File: src/climate_relay_hysteresis_control_unit_macros.svh
// ----------------------------------------------------------------------------
// Climate relay hysteresis control: assertion macros
// Shared concurrent assertion forms used by the top level.
// ----------------------------------------------------------------------------
`ifndef CLIMATE_RELAY_HYSTERESIS_CONTROL_UNIT_MACROS_SVH
`define CLIMATE_RELAY_HYSTERESIS_CONTROL_UNIT_MACROS_SVH

// Same-cycle implication, disabled during reset.
`define CRHC_ASSERT_IMPLIES(label, clk, rst_n, ante, cons) \
  label: assert property (@(posedge clk) disable iff (!rst_n) (ante) |-> (cons)) \
    else $error("crhc: same-cycle check failed");

// Next-cycle implication, disabled during reset.
`define CRHC_ASSERT_NEXT(label, clk, rst_n, ante, cons) \
  label: assert property (@(posedge clk) disable iff (!rst_n) (ante) |=> (cons)) \
    else $error("crhc: next-cycle check failed");

`endif

File: src/crhc_pkg.sv
// ----------------------------------------------------------------------------
// Climate relay hysteresis control: package
// Types, register indexes, reset values and command codes.
// ----------------------------------------------------------------------------
package crhc_pkg;

  localparam int CFG_DATA_W = 32;
  localparam int CFG_IDX_W  = 3;

  localparam logic [CFG_IDX_W-1:0] REG_AUTO_ENABLE   = 3'd0;
  localparam logic [CFG_IDX_W-1:0] REG_TEMP_MAX      = 3'd1;
  localparam logic [CFG_IDX_W-1:0] REG_TEMP_SAFE     = 3'd2;
  localparam logic [CFG_IDX_W-1:0] REG_CO2_MAX       = 3'd3;
  localparam logic [CFG_IDX_W-1:0] REG_CO2_SAFE      = 3'd4;
  localparam logic [CFG_IDX_W-1:0] REG_HUMIDITY_MAX  = 3'd5;
  localparam logic [CFG_IDX_W-1:0] REG_HUMIDITY_SAFE = 3'd6;
  localparam logic [CFG_IDX_W-1:0] REG_LIGHT_LIMITS  = 3'd7;

  localparam logic               RST_AUTO_ENABLE   = 1'b1;
  localparam logic signed [11:0] RST_TEMP_MAX      = 12'sd300;
  localparam logic signed [11:0] RST_TEMP_SAFE     = 12'sd280;
  localparam logic [15:0]        RST_CO2_MAX       = 16'd1000;
  localparam logic [15:0]        RST_CO2_SAFE      = 16'd800;
  localparam logic [9:0]         RST_HUMIDITY_MAX  = 10'd750;
  localparam logic [9:0]         RST_HUMIDITY_SAFE = 10'd700;
  localparam logic [15:0]        RST_LIGHT_MIN     = 16'd1000;
  localparam logic [15:0]        RST_LIGHT_MAX     = 16'd1500;

  localparam logic signed [11:0] COOLER_SETPOINT  = 12'sd240;
  localparam logic signed [11:0] COOLER_OFF_CODE  = -12'sd10;
  localparam logic signed [11:0] COOLER_NO_CMD    = 12'sd0;

  localparam logic CMD_SAMPLE = 1'b0;
  localparam logic CMD_MANUAL = 1'b1;

  localparam logic SEL_RELAY_ONE = 1'b0;
  localparam logic SEL_RELAY_TWO = 1'b1;

  typedef struct packed {
    logic               auto_enable;
    logic signed [11:0] temp_hi;
    logic signed [11:0] temp_lo;
    logic [15:0]        co2_hi;
    logic [15:0]        co2_lo;
    logic [9:0]         hum_hi;
    logic [9:0]         hum_lo;
    logic [15:0]        lux_lo;
    logic [15:0]        lux_hi;
  } cfg_t;

  typedef struct packed {
    logic               cmd;
    logic signed [11:0] temperature;
    logic [9:0]         humidity_level;
    logic [15:0]        co2_level;
    logic [15:0]        light_level;
    logic               relay_select;
    logic               relay_value;
  } item_t;

  typedef struct packed {
    logic               relay_one_on;
    logic               relay_two_on;
    logic               cooler_on;
    logic               cooler_send;
    logic signed [11:0] cooler_setpoint;
  } res_t;

endpackage

File: src/crhc_in_if.sv
// ----------------------------------------------------------------------------
// Climate relay hysteresis control: input channel
// Valid/ready channel carrying one sensor sample or manual relay request.
// ----------------------------------------------------------------------------
interface crhc_in_if;
  logic               valid;
  logic               ready;
  logic               cmd;
  logic signed [11:0] temperature;
  logic [9:0]         humidity_level;
  logic [15:0]        co2_level;
  logic [15:0]        light_level;
  logic               relay_select;
  logic               relay_value;

  modport source (
    output valid, cmd, temperature, humidity_level, co2_level, light_level,
           relay_select, relay_value,
    input  ready
  );

  modport sink (
    input  valid, cmd, temperature, humidity_level, co2_level, light_level,
           relay_select, relay_value,
    output ready
  );
endinterface

File: src/crhc_out_if.sv
// ----------------------------------------------------------------------------
// Climate relay hysteresis control: result channel
// Valid/ready channel carrying the relay and cooler state after each request.
// ----------------------------------------------------------------------------
interface crhc_out_if;
  logic               valid;
  logic               ready;
  logic               relay_one_on;
  logic               relay_two_on;
  logic               cooler_on;
  logic               cooler_send;
  logic signed [11:0] cooler_setpoint;

  modport source (
    output valid, relay_one_on, relay_two_on, cooler_on, cooler_send, cooler_setpoint,
    input  ready
  );

  modport sink (
    input  valid, relay_one_on, relay_two_on, cooler_on, cooler_send, cooler_setpoint,
    output ready
  );
endinterface

File: src/crhc_cfg_regs.sv
// ----------------------------------------------------------------------------
// Climate relay hysteresis control: configuration registers
// Holds the mode bit and all thresholds, written through a plain write port.
// ----------------------------------------------------------------------------
module crhc_cfg_regs (
  input  logic                           clk,
  input  logic                           rst_n,
  input  logic                           cfg_we,
  input  logic [crhc_pkg::CFG_IDX_W-1:0] cfg_idx,
  input  logic [crhc_pkg::CFG_DATA_W-1:0] cfg_wdata,
  output crhc_pkg::cfg_t                 cfg
);

  crhc_pkg::cfg_t cfg_r;
  crhc_pkg::cfg_t cfg_nxt;

  always_comb begin
    cfg_nxt = cfg_r;
    if (cfg_we) begin
      case (cfg_idx)
        crhc_pkg::REG_AUTO_ENABLE:   cfg_nxt.auto_enable = cfg_wdata[0];
        crhc_pkg::REG_TEMP_MAX:      cfg_nxt.temp_hi     = $signed(cfg_wdata[11:0]);
        crhc_pkg::REG_TEMP_SAFE:     cfg_nxt.temp_lo     = $signed(cfg_wdata[11:0]);
        crhc_pkg::REG_CO2_MAX:       cfg_nxt.co2_hi      = cfg_wdata[15:0];
        crhc_pkg::REG_CO2_SAFE:      cfg_nxt.co2_lo      = cfg_wdata[15:0];
        crhc_pkg::REG_HUMIDITY_MAX:  cfg_nxt.hum_hi      = cfg_wdata[9:0];
        crhc_pkg::REG_HUMIDITY_SAFE: cfg_nxt.hum_lo      = cfg_wdata[9:0];
        crhc_pkg::REG_LIGHT_LIMITS: begin
          cfg_nxt.lux_lo = cfg_wdata[15:0];
          cfg_nxt.lux_hi = cfg_wdata[31:16];
        end
        default: cfg_nxt = cfg_r;
      endcase
    end
  end

  always_ff @(posedge clk) begin
    if (!rst_n) begin
      cfg_r.auto_enable <= crhc_pkg::RST_AUTO_ENABLE;
      cfg_r.temp_hi     <= crhc_pkg::RST_TEMP_MAX;
      cfg_r.temp_lo     <= crhc_pkg::RST_TEMP_SAFE;
      cfg_r.co2_hi      <= crhc_pkg::RST_CO2_MAX;
      cfg_r.co2_lo      <= crhc_pkg::RST_CO2_SAFE;
      cfg_r.hum_hi      <= crhc_pkg::RST_HUMIDITY_MAX;
      cfg_r.hum_lo      <= crhc_pkg::RST_HUMIDITY_SAFE;
      cfg_r.lux_lo      <= crhc_pkg::RST_LIGHT_MIN;
      cfg_r.lux_hi      <= crhc_pkg::RST_LIGHT_MAX;
    end else begin
      cfg_r <= cfg_nxt;
    end
  end

  assign cfg = cfg_r;

endmodule

File: src/crhc_rule_core.sv
// ----------------------------------------------------------------------------
// Climate relay hysteresis control: rule core
// Holds the relay and cooler states and applies one request to them.
// ----------------------------------------------------------------------------
module crhc_rule_core #(
  parameter logic signed [11:0] COOLER_SETPOINT = crhc_pkg::COOLER_SETPOINT
) (
  input  logic           clk,
  input  logic           rst_n,
  input  logic           step,
  input  crhc_pkg::item_t item,
  input  crhc_pkg::cfg_t  cfg,
  output crhc_pkg::res_t  res
);

  logic relay_one_r, relay_one_nxt;
  logic relay_two_r, relay_two_nxt;
  logic cooler_r, cooler_nxt;
  logic send;

  logic temp_above_max;
  logic temp_below_safe;
  logic co2_above_max;
  logic co2_below_safe;
  logic hum_above_max;
  logic hum_below_safe;
  logic light_above_max;
  logic light_below_min;

  assign temp_above_max  = $signed(item.temperature) > $signed(cfg.temp_hi);
  assign temp_below_safe = $signed(item.temperature) < $signed(cfg.temp_lo);
  assign co2_above_max   = item.co2_level > cfg.co2_hi;
  assign co2_below_safe  = item.co2_level < cfg.co2_lo;
  assign hum_above_max   = item.humidity_level > cfg.hum_hi;
  assign hum_below_safe  = item.humidity_level < cfg.hum_lo;
  assign light_above_max = item.light_level > cfg.lux_hi;
  assign light_below_min = item.light_level < cfg.lux_lo;

  always_comb begin
    relay_one_nxt = relay_one_r;
    relay_two_nxt = relay_two_r;
    cooler_nxt    = cooler_r;
    send          = 1'b0;
    if (item.cmd == crhc_pkg::CMD_MANUAL) begin
      if (item.relay_select == crhc_pkg::SEL_RELAY_TWO) begin
        relay_two_nxt = item.relay_value;
      end else begin
        relay_one_nxt = item.relay_value;
      end
    end else if (cfg.auto_enable) begin
      if (temp_above_max && !cooler_r) begin
        cooler_nxt = 1'b1;
        send       = 1'b1;
      end else if (temp_below_safe && cooler_r) begin
        cooler_nxt = 1'b0;
        send       = 1'b1;
      end

      if (co2_above_max) begin
        relay_one_nxt = 1'b1;
        relay_two_nxt = 1'b1;
      end else begin
        if (light_above_max && relay_one_r) begin
          relay_one_nxt = 1'b0;
        end else if (light_below_min && !relay_one_r) begin
          relay_one_nxt = 1'b1;
        end
        if (hum_below_safe && relay_two_r) begin
          relay_two_nxt = 1'b0;
        end else if (hum_above_max && !relay_two_r) begin
          relay_two_nxt = 1'b1;
        end
        if (co2_below_safe && !temp_above_max && !hum_above_max) begin
          relay_one_nxt = 1'b0;
          relay_two_nxt = 1'b0;
        end
      end
    end
  end

  always_comb begin
    res.relay_one_on = relay_one_nxt;
    res.relay_two_on = relay_two_nxt;
    res.cooler_on    = cooler_nxt;
    res.cooler_send  = send;
    if (!send) begin
      res.cooler_setpoint = crhc_pkg::COOLER_NO_CMD;
    end else if (cooler_nxt) begin
      res.cooler_setpoint = COOLER_SETPOINT;
    end else begin
      res.cooler_setpoint = crhc_pkg::COOLER_OFF_CODE;
    end
  end

  always_ff @(posedge clk) begin
    if (!rst_n) begin
      relay_one_r <= 1'b1;
      relay_two_r <= 1'b1;
      cooler_r    <= 1'b0;
    end else if (step) begin
      relay_one_r <= relay_one_nxt;
      relay_two_r <= relay_two_nxt;
      cooler_r    <= cooler_nxt;
    end
  end

endmodule

File: src/climate_relay_hysteresis_control_unit.sv
// ----------------------------------------------------------------------------
// Climate relay hysteresis control unit
// Input register, rule core and result register for relay and cooler control.
// ----------------------------------------------------------------------------
// A request accepted at a clock edge is held in the input register, passes
// through the rule core into the result register once that register is free
// or being taken, and is presented as a valid result from then on. A new
// request is accepted every cycle as long as the result side takes its
// results, since the relay and cooler states are updated in place as each
// request leaves the input register; while a result waits, one more request
// is held and the input stalls. Thresholds are to be written through the cfg_
// port only while no request is in flight; the block itself does not enforce
// this.
module climate_relay_hysteresis_control_unit #(
  parameter logic signed [11:0] COOLER_SETPOINT = crhc_pkg::COOLER_SETPOINT
) (
  input  logic                            clk,
  input  logic                            rst_n,
  crhc_in_if.sink                         in_ch,
  crhc_out_if.source                      out_ch,
  input  logic                            cfg_we,
  input  logic [crhc_pkg::CFG_IDX_W-1:0]  cfg_idx,
  input  logic [crhc_pkg::CFG_DATA_W-1:0] cfg_wdata
);

  `include "climate_relay_hysteresis_control_unit_macros.svh"

  crhc_pkg::cfg_t  cfg;
  crhc_pkg::item_t item_r;
  crhc_pkg::res_t  res;
  crhc_pkg::res_t  res_r;
  logic            in_vld_r;
  logic            out_vld_r;
  logic            advance;
  logic            in_take;
  logic            out_quiet;
  logic            out_sends;
  logic            sp_matches;

  assign advance      = in_vld_r && (!out_vld_r || out_ch.ready);
  assign in_ch.ready  = !in_vld_r || advance;
  assign in_take      = in_ch.valid && in_ch.ready;

  crhc_cfg_regs u_cfg (
    .clk       (clk),
    .rst_n     (rst_n),
    .cfg_we    (cfg_we),
    .cfg_idx   (cfg_idx),
    .cfg_wdata (cfg_wdata),
    .cfg       (cfg)
  );

  crhc_rule_core #(
    .COOLER_SETPOINT (COOLER_SETPOINT)
  ) u_core (
    .clk   (clk),
    .rst_n (rst_n),
    .step  (advance),
    .item  (item_r),
    .cfg   (cfg),
    .res   (res)
  );

  always_ff @(posedge clk) begin
    if (!rst_n) begin
      in_vld_r <= 1'b0;
    end else if (in_take) begin
      in_vld_r <= 1'b1;
    end else if (advance) begin
      in_vld_r <= 1'b0;
    end
  end

  always_ff @(posedge clk) begin
    if (in_take) begin
      item_r.cmd            <= in_ch.cmd;
      item_r.temperature    <= in_ch.temperature;
      item_r.humidity_level <= in_ch.humidity_level;
      item_r.co2_level      <= in_ch.co2_level;
      item_r.light_level    <= in_ch.light_level;
      item_r.relay_select   <= in_ch.relay_select;
      item_r.relay_value    <= in_ch.relay_value;
    end
  end

  always_ff @(posedge clk) begin
    if (!rst_n) begin
      out_vld_r <= 1'b0;
    end else if (advance) begin
      out_vld_r <= 1'b1;
    end else if (out_ch.ready) begin
      out_vld_r <= 1'b0;
    end
  end

  always_ff @(posedge clk) begin
    if (advance) begin
      res_r <= res;
    end
  end

  assign out_ch.valid           = out_vld_r;
  assign out_ch.relay_one_on    = res_r.relay_one_on;
  assign out_ch.relay_two_on    = res_r.relay_two_on;
  assign out_ch.cooler_on       = res_r.cooler_on;
  assign out_ch.cooler_send     = res_r.cooler_send;
  assign out_ch.cooler_setpoint = res_r.cooler_setpoint;

  assign out_quiet  = out_vld_r && !res_r.cooler_send;
  assign out_sends  = out_vld_r && res_r.cooler_send;
  assign sp_matches = res_r.cooler_on ? (res_r.cooler_setpoint == COOLER_SETPOINT) :
                      (res_r.cooler_setpoint == crhc_pkg::COOLER_OFF_CODE);

  `CRHC_ASSERT_IMPLIES(a_no_cmd_zero, clk, rst_n, out_quiet, res_r.cooler_setpoint == 12'sd0)
  `CRHC_ASSERT_IMPLIES(a_cmd_matches_state, clk, rst_n, out_sends, sp_matches)
  `CRHC_ASSERT_NEXT(a_advance_fills_out, clk, rst_n, advance, out_vld_r)

endmodule
File: src/flat_wrapper.sv
// flat-port wrapper written by rule: the top's interface ports become plain ports
module climate_relay_hysteresis_control_unit_flat 
#(
  parameter logic signed [11:0] COOLER_SETPOINT = crhc_pkg::COOLER_SETPOINT
)
  (clk, rst_n, cfg_we, cfg_idx, cfg_wdata, in_ch_valid, in_ch_cmd, in_ch_temperature, in_ch_humidity_level, in_ch_co2_level, in_ch_light_level, in_ch_relay_select, in_ch_relay_value, in_ch_ready, out_ch_valid, out_ch_relay_one_on, out_ch_relay_two_on, out_ch_cooler_on, out_ch_cooler_send, out_ch_cooler_setpoint, out_ch_ready);
  crhc_in_if in_ch_i ();
  crhc_out_if out_ch_i ();
  input  logic clk;
  input  logic rst_n;
  input  logic cfg_we;
  input  logic [crhc_pkg::CFG_IDX_W-1:0] cfg_idx;
  input  logic [crhc_pkg::CFG_DATA_W-1:0] cfg_wdata;
  input wire logic [$bits(in_ch_i.valid)-1:0] in_ch_valid;
  input wire logic [$bits(in_ch_i.cmd)-1:0] in_ch_cmd;
  input wire logic [$bits(in_ch_i.temperature)-1:0] in_ch_temperature;
  input wire logic [$bits(in_ch_i.humidity_level)-1:0] in_ch_humidity_level;
  input wire logic [$bits(in_ch_i.co2_level)-1:0] in_ch_co2_level;
  input wire logic [$bits(in_ch_i.light_level)-1:0] in_ch_light_level;
  input wire logic [$bits(in_ch_i.relay_select)-1:0] in_ch_relay_select;
  input wire logic [$bits(in_ch_i.relay_value)-1:0] in_ch_relay_value;
  output wire logic [$bits(in_ch_i.ready)-1:0] in_ch_ready;
  output wire logic [$bits(out_ch_i.valid)-1:0] out_ch_valid;
  output wire logic [$bits(out_ch_i.relay_one_on)-1:0] out_ch_relay_one_on;
  output wire logic [$bits(out_ch_i.relay_two_on)-1:0] out_ch_relay_two_on;
  output wire logic [$bits(out_ch_i.cooler_on)-1:0] out_ch_cooler_on;
  output wire logic [$bits(out_ch_i.cooler_send)-1:0] out_ch_cooler_send;
  output wire logic [$bits(out_ch_i.cooler_setpoint)-1:0] out_ch_cooler_setpoint;
  input wire logic [$bits(out_ch_i.ready)-1:0] out_ch_ready;
  assign in_ch_i.valid = in_ch_valid;
  assign in_ch_i.cmd = in_ch_cmd;
  assign in_ch_i.temperature = in_ch_temperature;
  assign in_ch_i.humidity_level = in_ch_humidity_level;
  assign in_ch_i.co2_level = in_ch_co2_level;
  assign in_ch_i.light_level = in_ch_light_level;
  assign in_ch_i.relay_select = in_ch_relay_select;
  assign in_ch_i.relay_value = in_ch_relay_value;
  assign in_ch_ready = in_ch_i.ready;
  assign out_ch_valid = out_ch_i.valid;
  assign out_ch_relay_one_on = out_ch_i.relay_one_on;
  assign out_ch_relay_two_on = out_ch_i.relay_two_on;
  assign out_ch_cooler_on = out_ch_i.cooler_on;
  assign out_ch_cooler_send = out_ch_i.cooler_send;
  assign out_ch_cooler_setpoint = out_ch_i.cooler_setpoint;
  assign out_ch_i.ready = out_ch_ready;
  climate_relay_hysteresis_control_unit #(.COOLER_SETPOINT(COOLER_SETPOINT)) u_core (.clk(clk), .rst_n(rst_n), .in_ch(in_ch_i), .out_ch(out_ch_i), .cfg_we(cfg_we), .cfg_idx(cfg_idx), .cfg_wdata(cfg_wdata));
endmodule
File: config.mk
export PLATFORM = sky130hd
export DESIGN_NAME = climate_relay_hysteresis_control_unit_flat
export DESIGN_NICKNAME = d
export VERILOG_FILES = /design/src/crhc_pkg.sv /design/src/crhc_in_if.sv /design/src/crhc_out_if.sv /design/src/crhc_cfg_regs.sv /design/src/crhc_rule_core.sv /design/src/climate_relay_hysteresis_control_unit.sv /design/src/flat_wrapper.sv
export VERILOG_INCLUDE_DIRS = /design/src /design/src/src
export SDC_FILE = /design/constraint.sdc
export NUM_CORES = 1
export LEC_CHECK = 0
export BUFFER_PORTS_ARGS = -buffer_cell sky130_fd_sc_hd__buf_2
export CAP_MARGIN = 25
export CORE_MARGIN = 10
export CORE_UTILIZATION = 50
export DETAILED_ROUTE_END_ITERATION = 10
export HOLD_SLACK_MARGIN = 0.08
export PLACE_DENSITY = 0.71
export SLEW_MARGIN = 15
export SYNTH_ARGS = -nofsm -noshare
export SYNTH_HDL_FRONTEND = slang
export SYNTH_SLANG_ARGS = --single-unit
File: constraint.sdc
create_clock -name clk -period 3.7 [get_ports clk]
set_input_delay 0.74 -clock clk [delete_from_list [all_inputs] [get_ports clk]]
set_output_delay 0.74 -clock clk [all_outputs]
set_load 0.03 [all_outputs]
==> impl_metrics.toml <==
[outcome]
status = "finished, final reports clean"

[final_layout]
post_layout_nonfiller_instances = 1259
fill_cells = 1500
seq_area_um2 = 4170
syn_to_final_growth_pct = 15.5
nNetsFinal = 1221
layout_commonest_cell = "nand2_1"
final_cell_mix = "nand2_1, dfxtp_1, buf_2"
final_layout_size_suffix_gt1_share_pct = 16.0
fin_util_pct = 59.0
final_cell_area_um2 = 10200
multi_input_area_um2 = 4040

[critical_path]
endpoint_kind = "flop"
slowest_stage = "o41ai_1"
crit_buf_inv = 0
arrival_ns = 2.65
reg2reg_slack_ns = 1.21
worstSetupPathType = "reg -> reg"
critPathTopFamily = "compound AO/OA/AOI/OAI gates"
worstReg2RegStart = "u_core.item_r[41]"
cpPeakStageDelay_ns = 0.56
worstPathRequired_ns = 3.87
path_cells = "ha_1, a211oi_1, nor2_1, o41ai_1, o2111ai_2, a211oi_2, nor2_1"
crit_fanout = 2
cp-startpoint = "u_core.item_r[41]"
critPathLaunchType = "flop"
crit_top_cell = "nor2_1"

[synth]
synth_edf_count = 63
ys_types = 55
synth_area_leaders = "dfxtp_1, edfxtp_1, ha_1"
ys_ff_latch = 177
seq_area_frac_synth_pct = 47.3
avgSynthCellArea_um2 = 9.62
syn-instance-count = 918
syn_area_um2 = 8830
yosys.area.top_type = "dfxtp_1"
yosysTopAreaCellShare_pct = 25.8
synthFlopType = "dfxtp_1"
ys_warn_count = 0
async_reset_ff_share_pct = 0

[clock_network]
post_cts_buffers = 0
clkLatencyLatePin_ns = 0.43
clkSinkCount = 177
cts_made_buffers = 17
cts_tree = "built"
cts_resized = 0
htreeDepth = 4
clk_path_buf_depth = 2
cts_hold_buf = 0
clk_pin_slew_ns = 0.07
cts_root_buffer = "clkbuf_16"

[placed_design]
dp.cells = 1223
pre_cts_ws_ns = 1.25
placed_cell_area_um2 = 9550
port_buffers = 112
hpwlAfterDp_um = 15800
place_congestion = 0.875

[power_and_ir_drop]
p_int_mw = 3.49
netSwitchingFraction_pct = 23.1
p_seq_share_pct = 47.2
p_leak_nw = 4.31
p_per_area_nw_per_um2 = 444
peakVddDrop_mv = 0.427
switching_power_mw = 1.05
p_comb_share_pct = 9.7
total_power_mw = 4.53
clkPwrFrac_pct = 43.1

[drt]
routed_wl_um = 21700
post-route-drc-count = 0
ant_nets = 0
wl_per_cell_um = 17.2
firstDrtPassIters = 5
viasPerCell = 5.29
vias = 6658
drtIter0Drc = 496

[sta]
worst_slew_pin_slew_ns = 0.868
hold_viol = 0
holdWs_ns = 0.452
fin_tns_setup_ns = 0
slew_headroom_pct = 42.0
layout_min_cycle_time_ns = 2.49
setup_ws_ns = 1.21
rsz0062_at_grt = "no"
timing.fmax_mhz = 402
setup_viol_count_final = 0
fin_worst_skew_ns = 0.0101
slew_violations = 0
period_share_pct = 67.2

[global_routing]
grt_pass1_vias = 6791
grt_pass1_wl_um = 35000
antenna_found_initial = 2
grt_usage_pct = 18.4
grt-ovfl-total = 0
grt_start_max_net_pins = 84

[min_path]
worstHoldPathType = "reg -> reg"
holdCritStartpoint = "u_core.u_cfg.cfg[91]"

[die]
initial_core_util_pct = 51.1
die_h_um = 153
std_cell_rows = 48
die-area_um2 = 23400
ioPinCount = 115
core_um2 = 17300
dieWidth_um = 153

[job]
maxCapViolCount = 0
-- worst reg2reg max path, delay by kind of cell, from the launching register on --
| kind | cells | cell delay [ns] |
|---|---|---|
| compound gates | 4 | 1.35 |
| flops | 1 | 0.39 |
| simple gates | 2 | 0.16 |
| fa+ha+maj | 1 | 0.32 |
-- power by group through the flow --
| stage | Clock [mW] | Combinational, mW | Sequential [mW] |
|---|---|---|---|
| global route | 2.06 | 0.496 | 2.15 |
| floorplan | 0 | 0.272 | 2.18 |
| global placement | 0 | 0.425 | 2.18 |
| CTS | 1.98 | 0.440 | 2.14 |
| finish | 1.95 | 0.439 | 2.14 |
| detailed placement | 0 | 0.435 | 2.18 |
-- final timing paths --
| path | endpoint | cells after the start |
|---|---|---|
| worst max-delay path | u_core.out_ch.relay_one_on | 7 |
| worst min-delay path | u_core.u_cfg.cfg[91] | 2 |
| worst min register to register | u_core.u_cfg.cfg[91] | 2 |
| worst max register to register | u_core.out_ch.relay_one_on | 7 |
-- layer usage --
layer | track usage, % | share of wire [%] | vias up | wire (µm)
met5 | 0 | 0.060 | - | 13
met4 | 4.90 | 1.2 | 2 | 260
met3 | 4.52 | 5.5 | 26 | 1200
met2 | 31.1 | 48 | 174 | 10400
met1 | 22.9 | 45 | 3077 | 9810
li1 | - | - | 3379 | -
-- synthesized netlist by cell type, drive strengths merged (7+ instances only) --
cell and n:
o211ai 47, nand2 192, a21boi 67, dfxtp 114
ha 104, edfxtp 63, a21oi 34, nor2 18
a211oi 7, nand3 14, nand2b 7, nor2b 11
nand4 16, buf 13, o21ai 13, nor3 8
a21o 13, clkbuf 26, inv 111
-- layout make-up --
cell class	count	share of cell area, %
well taps	225	2.76
clock buffers	20	4.38
inverters	111	4.08
flip-flops and latches	177	40.9
multi-input cells	592	39.6
clock inverters	12	1.85
diodes	1	0.0245
repair buffers	121	6.40
-- flip-flops by register name, summed over array words and instances (netlist names) --
name and cells:
u_core.item_r 57, u_core.u_core.relay_one_r 1, u_core.in_vld_r 1, u_core.out_ch.cooler_setpoint 2, u_core.u_cfg.cfg 109, u_core.out_ch.cooler_send 1
u_core.u_core.cooler_r 1, u_core.out_ch.cooler_on 1, u_core.out_ch.relay_two_on 1, u_core.out_ch.relay_one_on 1, u_core.u_core.relay_two_r 1, u_core.out_ch.valid 1
-- logic make-up after synthesis --
group / synth area share (%)
flip-flops: 47.3
adder cells (fa/ha/maj): 14.7
other: 0.0425
AND/OR/NAND/NOR: 13.9
multiplexers: 0.127
buffers and inverters: 7.07
AO/OA/AOI/OAI: 16.9
Power figures use the tool's default switching activity.
